<file path="config.mk">
export PLATFORM = sky130hd
export DESIGN_NAME = linear_queue_extract_max
export DESIGN_NICKNAME = d
export VERILOG_FILES = /design/src/rtl/lqem_pkg.sv /design/src/rtl/linear_queue_extract_max.sv /design/src/rtl/lqem_cell.sv
export SDC_FILE = /design/constraint.sdc
export NUM_CORES = 2
export LEC_CHECK = 0
export CAP_MARGIN = 20
export CORE_MARGIN = 8
export CORE_UTILIZATION = 43
export CTS_CLUSTER_DIAMETER = 100
export DETAILED_ROUTE_END_ITERATION = 16
export DONT_BUFFER_PORTS = 1
export PLACE_DENSITY = 0.62
export SKIP_LAST_GASP = 1
export SLEW_MARGIN = 5
export SYNTH_ARGS = -nofsm -noshare
export SYNTH_HDL_FRONTEND = slang
export SYNTH_SLANG_ARGS = --single-unit
</file>
<file path="constraint.sdc">
create_clock -name clock -period 5.71 [get_ports clock]
set_input_delay 0.571 -clock clock [delete_from_list [all_inputs] [get_ports clock]]
set_output_delay 0.571 -clock clock [all_outputs]
set_load 0.05 [all_outputs]
</file>
<file path="src/rtl/lqem_pkg.sv">
`default_nettype none

package lqem_pkg;

   localparam int DATA_W = 32;
   localparam int CAP_W = 8;
   localparam logic [CAP_W-1:0] CAP_RESET = 8'd128;

   typedef enum logic [1:0] {
      OP_ENQ  = 2'd0,
      OP_DEQ  = 2'd1,
      OP_MAX  = 2'd2,
      OP_NONE = 2'd3
   } op_type;

   typedef enum logic [1:0] {
      ST_OK    = 2'd0,
      ST_FULL  = 2'd1,
      ST_EMPTY = 2'd2
   } status_type;

   typedef enum logic [1:0] {
      S_IDLE,
      S_SCAN,
      S_DROP,
      S_REPLY
   } state_type;

   typedef struct packed {
      op_type                    op;
      logic signed [DATA_W-1:0]  value;
   } req_type;

   typedef struct packed {
      logic signed [DATA_W-1:0]  out_value;
      status_type                status;
   } rsp_type;

   typedef struct packed {
      logic shift;
      logic load;
   } cell_ctl_type;

endpackage

`default_nettype wire

</file>
<file path="src/rtl/linear_queue_extract_max.sv">
// Linear queue of signed 32-bit values with dequeue and extract-maximum.
// The request channel (req_valid, req_stall, req_data) carries one beat per
// operation: enqueue, dequeue or extract-maximum. Every accepted beat yields
// exactly one response beat on rsp_valid, rsp_stall, rsp_data with the value
// and a status of ok, full or empty. The user must write the capacity
// register via csr_we and csr_wdata only while idle; the block does not check.
// Enqueue, dequeue, an unused op and any operation that fails give their
// response in the cycle after acceptance; with no stall, one beat per cycle.
// Extract-maximum with L entries held reaches its response in steps:
// the row of cells rotates L times to find the maximum, then L more times
// while the chosen entry is dropped, then the response is loaded once the
// response register is free. No request is taken until the block is idle.
// The response register frees the request side: a new beat is taken while an
// earlier response is still being taken in the same cycle; while rsp_stall
// holds a pending response, req_stall is high.
// Reset clears head, tail and the response valid and sets capacity to 128.
// Slot contents are not cleared; entries are read only after being written.
`default_nettype none

module linear_queue_extract_max #(
   parameter int DEPTH = 128
) (
   input  wire                                  clock,
   input  wire                                  reset,
   input  wire                                  req_valid,
   output logic                                 req_stall,
   input  lqem_pkg::req_type                    req_data,
   output logic                                 rsp_valid,
   input  wire                                  rsp_stall,
   output lqem_pkg::rsp_type                    rsp_data,
   input  wire                                  csr_we,
   input  wire [lqem_pkg::CAP_W-1:0]            csr_wdata
);

   localparam int CW = $clog2(DEPTH + 1);
   localparam int PW = $clog2(DEPTH);
   localparam int CMPW = (CW > lqem_pkg::CAP_W) ? CW : lqem_pkg::CAP_W;

   lqem_pkg::state_type                 state_ff, state_in;
   logic [CW-1:0]                       head_ff, head_in;
   logic [CW-1:0]                       tail_ff, tail_in;
   logic [lqem_pkg::CAP_W-1:0]          cap_ff;
   logic [PW-1:0]                       j_ff, j_in;
   logic [PW-1:0]                       last_ff, last_in;
   logic [PW-1:0]                       ipos_ff, ipos_in;
   logic [PW-1:0]                       best_ff, best_in;
   logic signed [lqem_pkg::DATA_W-1:0]  max_ff, max_in;
   logic                                rsp_valid_ff, rsp_valid_in;
   lqem_pkg::rsp_type                   rsp_data_ff, rsp_data_in;

   logic [CW-1:0]                       cnt;
   logic [CW-1:0]                       cnt_m1;
   logic                                full;
   logic                                empty;
   logic                                rsp_free;
   logic                                produce;
   lqem_pkg::rsp_type                   rsp_new;

   lqem_pkg::cell_ctl_type              ctl;
   logic [PW-1:0]                       pos;
   logic signed [lqem_pkg::DATA_W-1:0]  load_data;
   logic signed [lqem_pkg::DATA_W-1:0]  cell_q [DEPTH];
   logic signed [lqem_pkg::DATA_W-1:0]  cell0;

   genvar gi;
   generate
      for (gi = 0; gi < DEPTH; gi++) begin : g_cell
         if (gi < DEPTH - 1) begin : g_mid
            lqem_cell #(.DEPTH(DEPTH), .IDX(gi)) u_cell (
               .clock     (clock),
               .ctl       (ctl),
               .pos       (pos),
               .load_data (load_data),
               .next_data (cell_q[gi+1]),
               .data      (cell_q[gi])
            );
         end else begin : g_end
            lqem_cell #(.DEPTH(DEPTH), .IDX(gi)) u_cell (
               .clock     (clock),
               .ctl       (ctl),
               .pos       (pos),
               .load_data (load_data),
               .next_data (cell_q[gi]),
               .data      (cell_q[gi])
            );
         end
      end
   endgenerate

   assign cell0 = cell_q[0];
   assign cnt = tail_ff - head_ff;
   assign cnt_m1 = cnt - CW'(1);
   assign full = (CMPW'(tail_ff) >= CMPW'(cap_ff)) || (tail_ff >= CW'(DEPTH));
   assign empty = (head_ff >= tail_ff);
   assign rsp_free = !rsp_valid_ff || !rsp_stall;

   always_comb begin
      state_in = state_ff;
      head_in = head_ff;
      tail_in = tail_ff;
      j_in = j_ff;
      last_in = last_ff;
      ipos_in = ipos_ff;
      best_in = best_ff;
      max_in = max_ff;
      req_stall = 1'b1;
      produce = 1'b0;
      rsp_new.out_value = '0;
      rsp_new.status = lqem_pkg::ST_OK;
      ctl.shift = 1'b0;
      ctl.load = 1'b0;
      pos = '0;
      load_data = cell0;

      case (state_ff)
         lqem_pkg::S_IDLE: begin
            req_stall = !rsp_free;
            if (req_valid && rsp_free) begin
               case (req_data.op)
                  lqem_pkg::OP_ENQ: begin
                     produce = 1'b1;
                     if (full) begin
                        rsp_new.status = lqem_pkg::ST_FULL;
                     end else begin
                        ctl.load = 1'b1;
                        pos = cnt[PW-1:0];
                        load_data = req_data.value;
                        tail_in = tail_ff + CW'(1);
                     end
                  end
                  lqem_pkg::OP_DEQ: begin
                     produce = 1'b1;
                     if (empty) begin
                        rsp_new.status = lqem_pkg::ST_EMPTY;
                     end else begin
                        rsp_new.out_value = cell0;
                        ctl.shift = 1'b1;
                        head_in = head_ff + CW'(1);
                     end
                  end
                  lqem_pkg::OP_MAX: begin
                     if (empty) begin
                        produce = 1'b1;
                        rsp_new.status = lqem_pkg::ST_EMPTY;
                     end else begin
                        state_in = lqem_pkg::S_SCAN;
                        j_in = '0;
                        last_in = cnt_m1[PW-1:0];
                        ipos_in = cnt_m1[PW-1:0];
                     end
                  end
                  default: begin
                     produce = 1'b1;
                  end
               endcase
            end
         end
         lqem_pkg::S_SCAN: begin
            ctl.shift = 1'b1;
            ctl.load = 1'b1;
            pos = ipos_ff;
            if ((j_ff == '0) || (cell0 > max_ff)) begin
               max_in = cell0;
               best_in = j_ff;
            end
            if (j_ff == last_ff) begin
               state_in = lqem_pkg::S_DROP;
               j_in = '0;
            end else begin
               j_in = j_ff + PW'(1);
            end
         end
         lqem_pkg::S_DROP: begin
            ctl.shift = 1'b1;
            if (j_ff == best_ff) begin
               ipos_in = ipos_ff - PW'(1);
            end else begin
               ctl.load = 1'b1;
               pos = ipos_ff;
            end
            if (j_ff == last_ff) begin
               state_in = lqem_pkg::S_REPLY;
               tail_in = tail_ff - CW'(1);
            end else begin
               j_in = j_ff + PW'(1);
            end
         end
         lqem_pkg::S_REPLY: begin
            if (rsp_free) begin
               produce = 1'b1;
               rsp_new.out_value = max_ff;
               state_in = lqem_pkg::S_IDLE;
            end
         end
         default: begin
            state_in = lqem_pkg::S_IDLE;
         end
      endcase

      rsp_valid_in = produce || (rsp_valid_ff && rsp_stall);
      rsp_data_in = produce ? rsp_new : rsp_data_ff;
   end

   always_ff @(posedge clock) begin
      if (reset) begin
         state_ff <= lqem_pkg::S_IDLE;
         head_ff <= '0;
         tail_ff <= '0;
         cap_ff <= lqem_pkg::CAP_RESET;
         rsp_valid_ff <= 1'b0;
      end else begin
         state_ff <= state_in;
         head_ff <= head_in;
         tail_ff <= tail_in;
         if (csr_we) begin
            cap_ff <= csr_wdata;
         end
         rsp_valid_ff <= rsp_valid_in;
      end
   end

   always_ff @(posedge clock) begin
      j_ff <= j_in;
      last_ff <= last_in;
      ipos_ff <= ipos_in;
      best_ff <= best_in;
      max_ff <= max_in;
      rsp_data_ff <= rsp_data_in;
   end

   assign rsp_valid = rsp_valid_ff;
   assign rsp_data = rsp_data_ff;

   a_head_le_tail: assert property (@(posedge clock) disable iff (reset)
      head_ff <= tail_ff)
      else $error("head index passed tail index");

   a_tail_in_range: assert property (@(posedge clock) disable iff (reset)
      tail_ff <= CW'(DEPTH))
      else $error("tail index beyond depth");

   a_busy_stalls: assert property (@(posedge clock) disable iff (reset)
      (state_ff != lqem_pkg::S_IDLE) |-> req_stall)
      else $error("request taken during extract-maximum");

   a_reply_issues: assert property (@(posedge clock) disable iff (reset)
      (state_ff == lqem_pkg::S_REPLY && rsp_free) |=>
         (rsp_valid_ff && state_ff == lqem_pkg::S_IDLE))
      else $error("extract-maximum response not issued");

endmodule

`default_nettype wire

</file>
<file path="src/rtl/lqem_cell.sv">
`default_nettype none

module lqem_cell #(
   parameter int DEPTH = 128,
   parameter int IDX = 0
) (
   input  wire                                       clock,
   input  lqem_pkg::cell_ctl_type                    ctl,
   input  wire [$clog2(DEPTH)-1:0]                   pos,
   input  wire signed [lqem_pkg::DATA_W-1:0]         load_data,
   input  wire signed [lqem_pkg::DATA_W-1:0]         next_data,
   output logic signed [lqem_pkg::DATA_W-1:0]        data
);

   localparam int PW = $clog2(DEPTH);

   logic signed [lqem_pkg::DATA_W-1:0] data_ff;
   logic signed [lqem_pkg::DATA_W-1:0] data_in;

   always_comb begin
      data_in = data_ff;
      if (ctl.load && (pos == PW'(IDX))) begin
         data_in = load_data;
      end else if (ctl.shift) begin
         data_in = next_data;
      end
   end

   always_ff @(posedge clock) begin
      data_ff <= data_in;
   end

   assign data = data_ff;

endmodule

`default_nettype wire

</file>
---- Word level (Yosys, flattened, before mapping) ----
Cells that the tools add are included.
cells by class
  $add $sub $neg .......................... 7
  order comparisons ....................... 4
  eq/ne operators ......................... 144
  mux-type cells .......................... 307
  bitwise logic cells ..................... 1
  reduce and logical (&&, ||, !) cells .... 279
operators with widths
  operator                                                               number
  32-bit two-way mux                                                     261
  7-bit equality test, second input constant                             64
  2-bit nonzero test                                                     128
  7-bit by 6-bit equality test with 1-bit output, second input constant  32
  1-bit logical AND                                                      130
  7-bit by 5-bit equality test with 1-bit output, second input constant  16
  7-bit two-way mux                                                      13
  32-bit one-hot mux with 2 select lines                                 1
  7-bit by 4-bit equality test with 1-bit output, second input constant  8
  7-bit one-hot mux with 3 select lines                                  2
  34-bit two-way mux                                                     1
  32-bit greater-than comparator                                         1
  8-bit two-way mux                                                      4
  7-bit by 3-bit equality test with 1-bit output, second input constant  4
  8-bit by 1-bit adder with 8-bit output, second input constant          2
  8-bit >= comparator                                                    2
  2-bit two-way mux                                                      8
  2-bit inequality test, second input constant                           8
  8-bit one-hot mux with 2 select lines                                  1
  5-bit AND reduction                                                    3
  7-bit by 2-bit equality test with 1-bit output, second input constant  2
  7-bit equality test                                                    2
  7-bit logical NOT                                                      2
  7-bit one-hot mux with 2 select lines                                  1
  other kinds (23)                                                       46
word-level totals
  flip-flop bits (word level) ............. 4217
  output and inout bits ................... 36
  logic and storage cells ................. 882

---- Depth between registers and ports, before layout ----
  depth in word-level cells ............... 9
  depth in mapped cells ................... 14
  gate-level depth less buffers ........... 11

---- By module ----
From an unflattened synthesis, not the netlist that was laid out.
unflattened totals
  cell total of the unflattened synthesis .. 9804
  area, all modules ....................... 200469.8 um^2
by module, submodules not included
  module                                     instances  cells an instance  area an instance (um^2)  seq. area each (um^2)
  lqem_cell at g_cell[101].g_mid.u_cell ...  20         71                 1510.2                   960.9
  lqem_cell at g_cell[100].g_mid.u_cell ...  16         71                 1521.5                   960.9
  lqem_cell at g_cell[0].g_mid.u_cell ...    13         71                 1503.9                   960.9
  lqem_cell at g_cell[103].g_mid.u_cell ...  12         71                 1564.0                   960.9
  lqem_cell at g_cell[1].g_mid.u_cell ...    12         71                 1506.4                   960.9
  lqem_cell at g_cell[19].g_mid.u_cell ...   10         71                 1507.7                   960.9
  lqem_cell at g_cell[108].g_mid.u_cell ...  7          71                 1505.2                   960.9
  lqem_cell at g_cell[111].g_mid.u_cell ...  7          71                 1402.6                   960.9
  lqem_cell at g_cell[117].g_mid.u_cell ...  6          71                 1565.3                   960.9
  lqem_cell at g_cell[12].g_mid.u_cell ...   6          71                 1519.0                   960.9
  lqem_cell at g_cell[16].g_mid.u_cell ...   5          71                 1501.4                   960.9
  linear_queue_extract_max                   1          713                7440.9                   3363.2
  lqem_cell at g_cell[119].g_mid.u_cell ...  4          71                 1552.7                   960.9
  lqem_cell at g_cell[51].g_mid.u_cell ...   3          72                 1527.7                   960.9
  5 more rows                                n/a        n/a                n/a                      n/a

---- Worst setup path after synthesis ----
No wires, ideal clock.
  path kind ............................... flip-flop to flip-flop
  from .................................... register g_cell[0].g_mid.u_cell.data_ff, in the netlist g_cell[0].g_mid.u_cell.data[9]
  to ...................................... register best_ff[0], enable pin
  arrival time ............................ 4.588 ns
  path slack .............................. 0.631 ns
  stages on the path, launching flop included .. 9
  path buffers ............................ 0
  clock period less this slack ............ 5.079 ns
  path through ............................ edfxtp_1 ha_1 a21o_1 a21o_1 a211oi_1 o31ai_1 o31ai_1 a211oi_1 nor3b_1
between the ends
  longest elaborated chain between the ends .. 3
ends and longest elaborated chain
  item                            line                             source
  start: declaration              lqem_cell.sv:17                  logic signed [lqem_pkg::DATA_W-1:0] data_ff;
  start signal: assignment        lqem_cell.sv:30                  data_ff <= data_in;
  32-bit greater-than comparator  linear_queue_extract_max.sv:162  if ((j_ff == '0) || (cell0 > max_ff)) begin
  1-bit logical OR                linear_queue_extract_max.sv:162
  2-bit AND reduction (no line)   n/a
  end signal: assignment          linear_queue_extract_max.sv:226  best_ff <= best_in;
  end: declaration                linear_queue_extract_max.sv:46   logic [PW-1:0] best_ff, best_in;
No other way between the ends.
A chain may end at the register's enable or synchronous reset.

---- Final worst setup path ----
  from .................................... register tail_ff[0]
  to ...................................... register g_cell[62].g_mid.u_cell.data_ff, in the netlist g_cell[62].g_mid.u_cell.data[23], enable pin
between the ends
  longest elaborated chain between the ends .. 9
ends and longest elaborated chain
  item                                            line                             source
  start: declaration                              linear_queue_extract_max.sv:41   logic [CW-1:0] tail_ff, tail_in;
  start signal: assignment                        linear_queue_extract_max.sv:214  tail_ff <= tail_in;
  8-bit >= comparator                             linear_queue_extract_max.sv:93   assign full = (CMPW'(tail_ff) >= CMPW'(cap_ff)) || (tail_ff >= CW'(DEPTH));
  1-bit logical OR                                linear_queue_extract_max.sv:93
  7-bit two-way mux                               linear_queue_extract_max.sv:122  if (full) begin
  7-bit two-way mux                               linear_queue_extract_max.sv:119  case (req_data.op)
  7-bit two-way mux                               linear_queue_extract_max.sv:118  if (req_valid && rsp_free) begin
  7-bit one-hot mux with 3 select lines           linear_queue_extract_max.sv:115  case (state_ff)
  7-bit by 6-bit equality test with 1-bit output  lqem_cell.sv:22                  if (ctl.load && (pos == PW'(IDX))) begin
  1-bit logical AND                               lqem_cell.sv:22
  2-bit nonzero test (no line) *                  n/a
  end signal: assignment                          lqem_cell.sv:30
  end: declaration                                lqem_cell.sv:17
Mark *: on every way between the ends. The rest lies on a longest branch, timed or not.

==> results.toml <==
[run]
maxCapViolations = 0

[cells_and_area]
layout_commonest_cell = "edfxtp_1"
final_cell_mix = "4,190 x edfxtp_1, 3,790 x mux2_2, 445 x clkbuf_16"
n_fill_cell = 34100
area_growth_pct = 12.2
nets = 10100
drive_gt1_share_pct = 47.5

[floorplan]
ios = 83
die_area_mm2 = 0.443
die_h_um = 666
initial_core_util_pct = 43.2
coreArea_mm2 = 0.420
rows = 238
die_w_um = 666

[drt]
drt_iter0_drc = 8149
drt_wl_total_mm = 425
wl_met1_mm = 186
route.met3.wl_mm = 25.1
first_pass_iters = 6
wire_per_inst_um = 26.5
ant_nets = 0
via_per_inst = 5.57
top_layer_used = "met4"
vias = 89100
drc = 0
dr_wl_met2_mm = 202

[worst_setup_path]
critPathMostFrequentCell = "buf_4"
slowest_stage = "nor4_4"
crit_type = "flop to flop"
setup.worst_path.start_class = "flop"
critPathMaxStageDelay_ns = 0.97
path_max_fanout = 33
worst_ep_arrival_time_ns = 5.71
crit_path_end_kind = "flop"
required_ns = 6.35
crit_chain = "inv_1 -> ha_1 -> nor2b_1 -> o21ai_1 -> a311oi_4 -> buf_4 -> a32oi_2 -> nor4_4 -> nand4_1 -> buf_4 -> nand2_1 -> buf_12"

[synthesis]
synth_flop_cell = "edfxtp_1"
synth_area_mm2 = 0.182
ys_seq_area_share_pct = 69.6
ys_seq_elements = 4217
yosysTopAreaCellShare_pct = 69.3
synthCells = 10100
synth_nets = 10200
ys_async_sr_fraction_pct = 0
ys_warn_count = 0
synth-edff-count = 4190
syn_area_per_cell_um2 = 18.0
synth_cell_types = 73
yosysTopAreaCell = "edfxtp_1"
synth_area_leaders = "edfxtp_1 69%, mux2_2 24%, mux2_1 1.7%"

[global_route]
grt_max_degree = 100
overflow = 0
grt_use_total_pct = 18.7
grt_pass1_vias = 93600
antenna_found_initial = 25
grt_pass1_wl_mm = 634

[sta]
skew_ns = 0.0828
drv_slew = 0
rsz0062_at_grt = "false"
period_needed_ns = 5.07
worst_pin_slew_ns = 1.24
setup_viol = 0
finalCritPeriodShare_pct = 88.8
tns_ns = 0
holdWs_ns = 0.117
hold_viol = 0
slew_headroom_pct = 16.7
fmax_mhz = 197

[cts]
post_cts_resized = 0
clockBufferDepth = 4
cts_tree = "done"
cts.sinks = 4217
cts_made_buffers = 440
htree_levels = 5
clock_latency_ns = 0.99
clk_pin_slew_ns = 0.06
root_buffer = "clkbuf_16"

[power_and_ir_drop]
max-vdd-ir-drop_mv = 0.590
power_density_mw_per_mm2 = 477
p_comb_share_pct = 21.8
netSwitchingPower_w = 0.0296
p_clk_share_pct = 29.4
swShare_pct = 30.5
seqPwrFrac_pct = 48.7
p_int_w = 0.0676
cellLeakagePower_nw = 68.0

[min_path]
hp-class = "input port to flop"

[placed_design]
numPortBuffers = 0
gp_congestion = 0.815
dpl.hpwl_mm = 248

[status]
status = "complete, no violations"
[through the flow]
step	cell area, um^2	setup slack (ns)	power [W]	util [%]	instances
2_1_floorplan	182000	0.631	0.0591	-	10100
3_3_place_gp	189000	0.616	0.0689	45.0	15200
3_5_place_dp	189000	0.596	0.0693	45.0	15200
4_1_cts	204000	0.588	0.0982	48.5	16000
5_1_grt	204000	0.376	0.101	48.5	16000
6_report	204000	0.641	0.0972	48.5	16000
[power groups by stage]
stage               logic [W]  clock network (W)  registers [W]
global route           0.0228             0.0303         0.0479
floorplan              0.0123                  0         0.0468
global placement       0.0210                  0         0.0479
finish                 0.0212             0.0286         0.0474
detailed placement     0.0214                  0         0.0479
CTS                    0.0216             0.0292         0.0474
[critical path: cells and delay by family, from the launching register on]
kind / cells / cell delay, ns
buffers and inverters: 4 / 1.02
DFF: 1 / 0.38
AOI/OAI and AO/OA: 3 / 1.13
and+or+nand+nor: 4 / 1.81
adders and majority gates: 1 / 0.34
[routing by layer]
metal  up-vias  global-route usage (%)
li1      39300                       -
met1     46600                    25.9
met2      2607                    30.5
met3       610                    3.23
met4         0                    4.97
met5         -                       0
[registers in the layout, indices dropped and copies added, names as in the netlist]
name                      cells
tail_ff                       8
g_cell.g_end.u_cell.data     32
last_ff                       7
best_ff                       7
max_ff                       32
rsp_valid                     1
g_cell.g_mid.u_cell.data   4064
state_ff                      2
j_ff                          7
head_ff                       8
ipos_ff                       7
rsp_data                     34
cap_ff                        8
[cell type report]
class                   count  area, um^2  share of cell area, %
well taps                5640        7060                   3.46
repair buffers            415        3780                   1.86
diodes                      8        20.0                0.00983
clock buffers             529       11500                   5.62
multi-input cells        4835       51800                   25.4
inverters                  80         300                  0.147
clock inverters           273        2900                   1.42
flip-flops and latches   4217      126000                   62.0
[cell families after synthesis]
kind of cell    after synthesis  synth area share, %
compound gates              167                0.670
simple gates                447                 1.26
buf+inv                    1006                 2.28
fa+ha+maj                    75                0.525
mux                        4109                 25.5
xor+xnor                     37                0.179
flops                      4217                 69.6
[timing repair]
| action | 4_1_cts | 5_1_grt |
|---|---|---|
| setup endpoints to repair | 0 | 0 |
| hold buffers | 18 | 0 |
| buffers inserted | 0 | 0 |
| endpoints found under the hold margin | 28 | 0 |
[path summary, 6_finish.rpt]
| path | start | depth (start not counted) | slack [ns] | end |
|---|---|---|---|---|
| min | req_data[33] | 4 | 0.12 | rsp_valid |
| max reg2reg | tail_ff[0] | 12 | 0.64 | g_cell[62].g_mid.u_cell.data[23] |
| min reg2reg | g_cell[36].g_mid.u_cell.data[2] | 1 | 0.49 | g_cell[35].g_mid.u_cell.data[2] |
| max | tail_ff[0] | 12 | 0.64 | g_cell[62].g_mid.u_cell.data[23] |
[cells in the mapped netlist, drive strengths merged (9+ instances only)]
| cell type | n |
|---|---|
| nand2 | 136 |
| a21oi | 36 |
| a22oi | 34 |
| edfxtp | 4190 |
| mux2 | 4096 |
| a21o | 17 |
| nor4 | 9 |
| o21ai | 19 |
| dfxtp | 27 |
| mux2i | 13 |
| xnor2 | 22 |
| xor2 | 15 |
| nor2 | 86 |
| ha | 73 |
| buf | 308 |
| clkbuf | 618 |
| nand4 | 95 |
| nand3 | 46 |
| nand2b | 16 |
| inv | 79 |
| and3 | 9 |
| nor2b | 10 |
No activity file was read; power rests on OpenSTA's default activity.
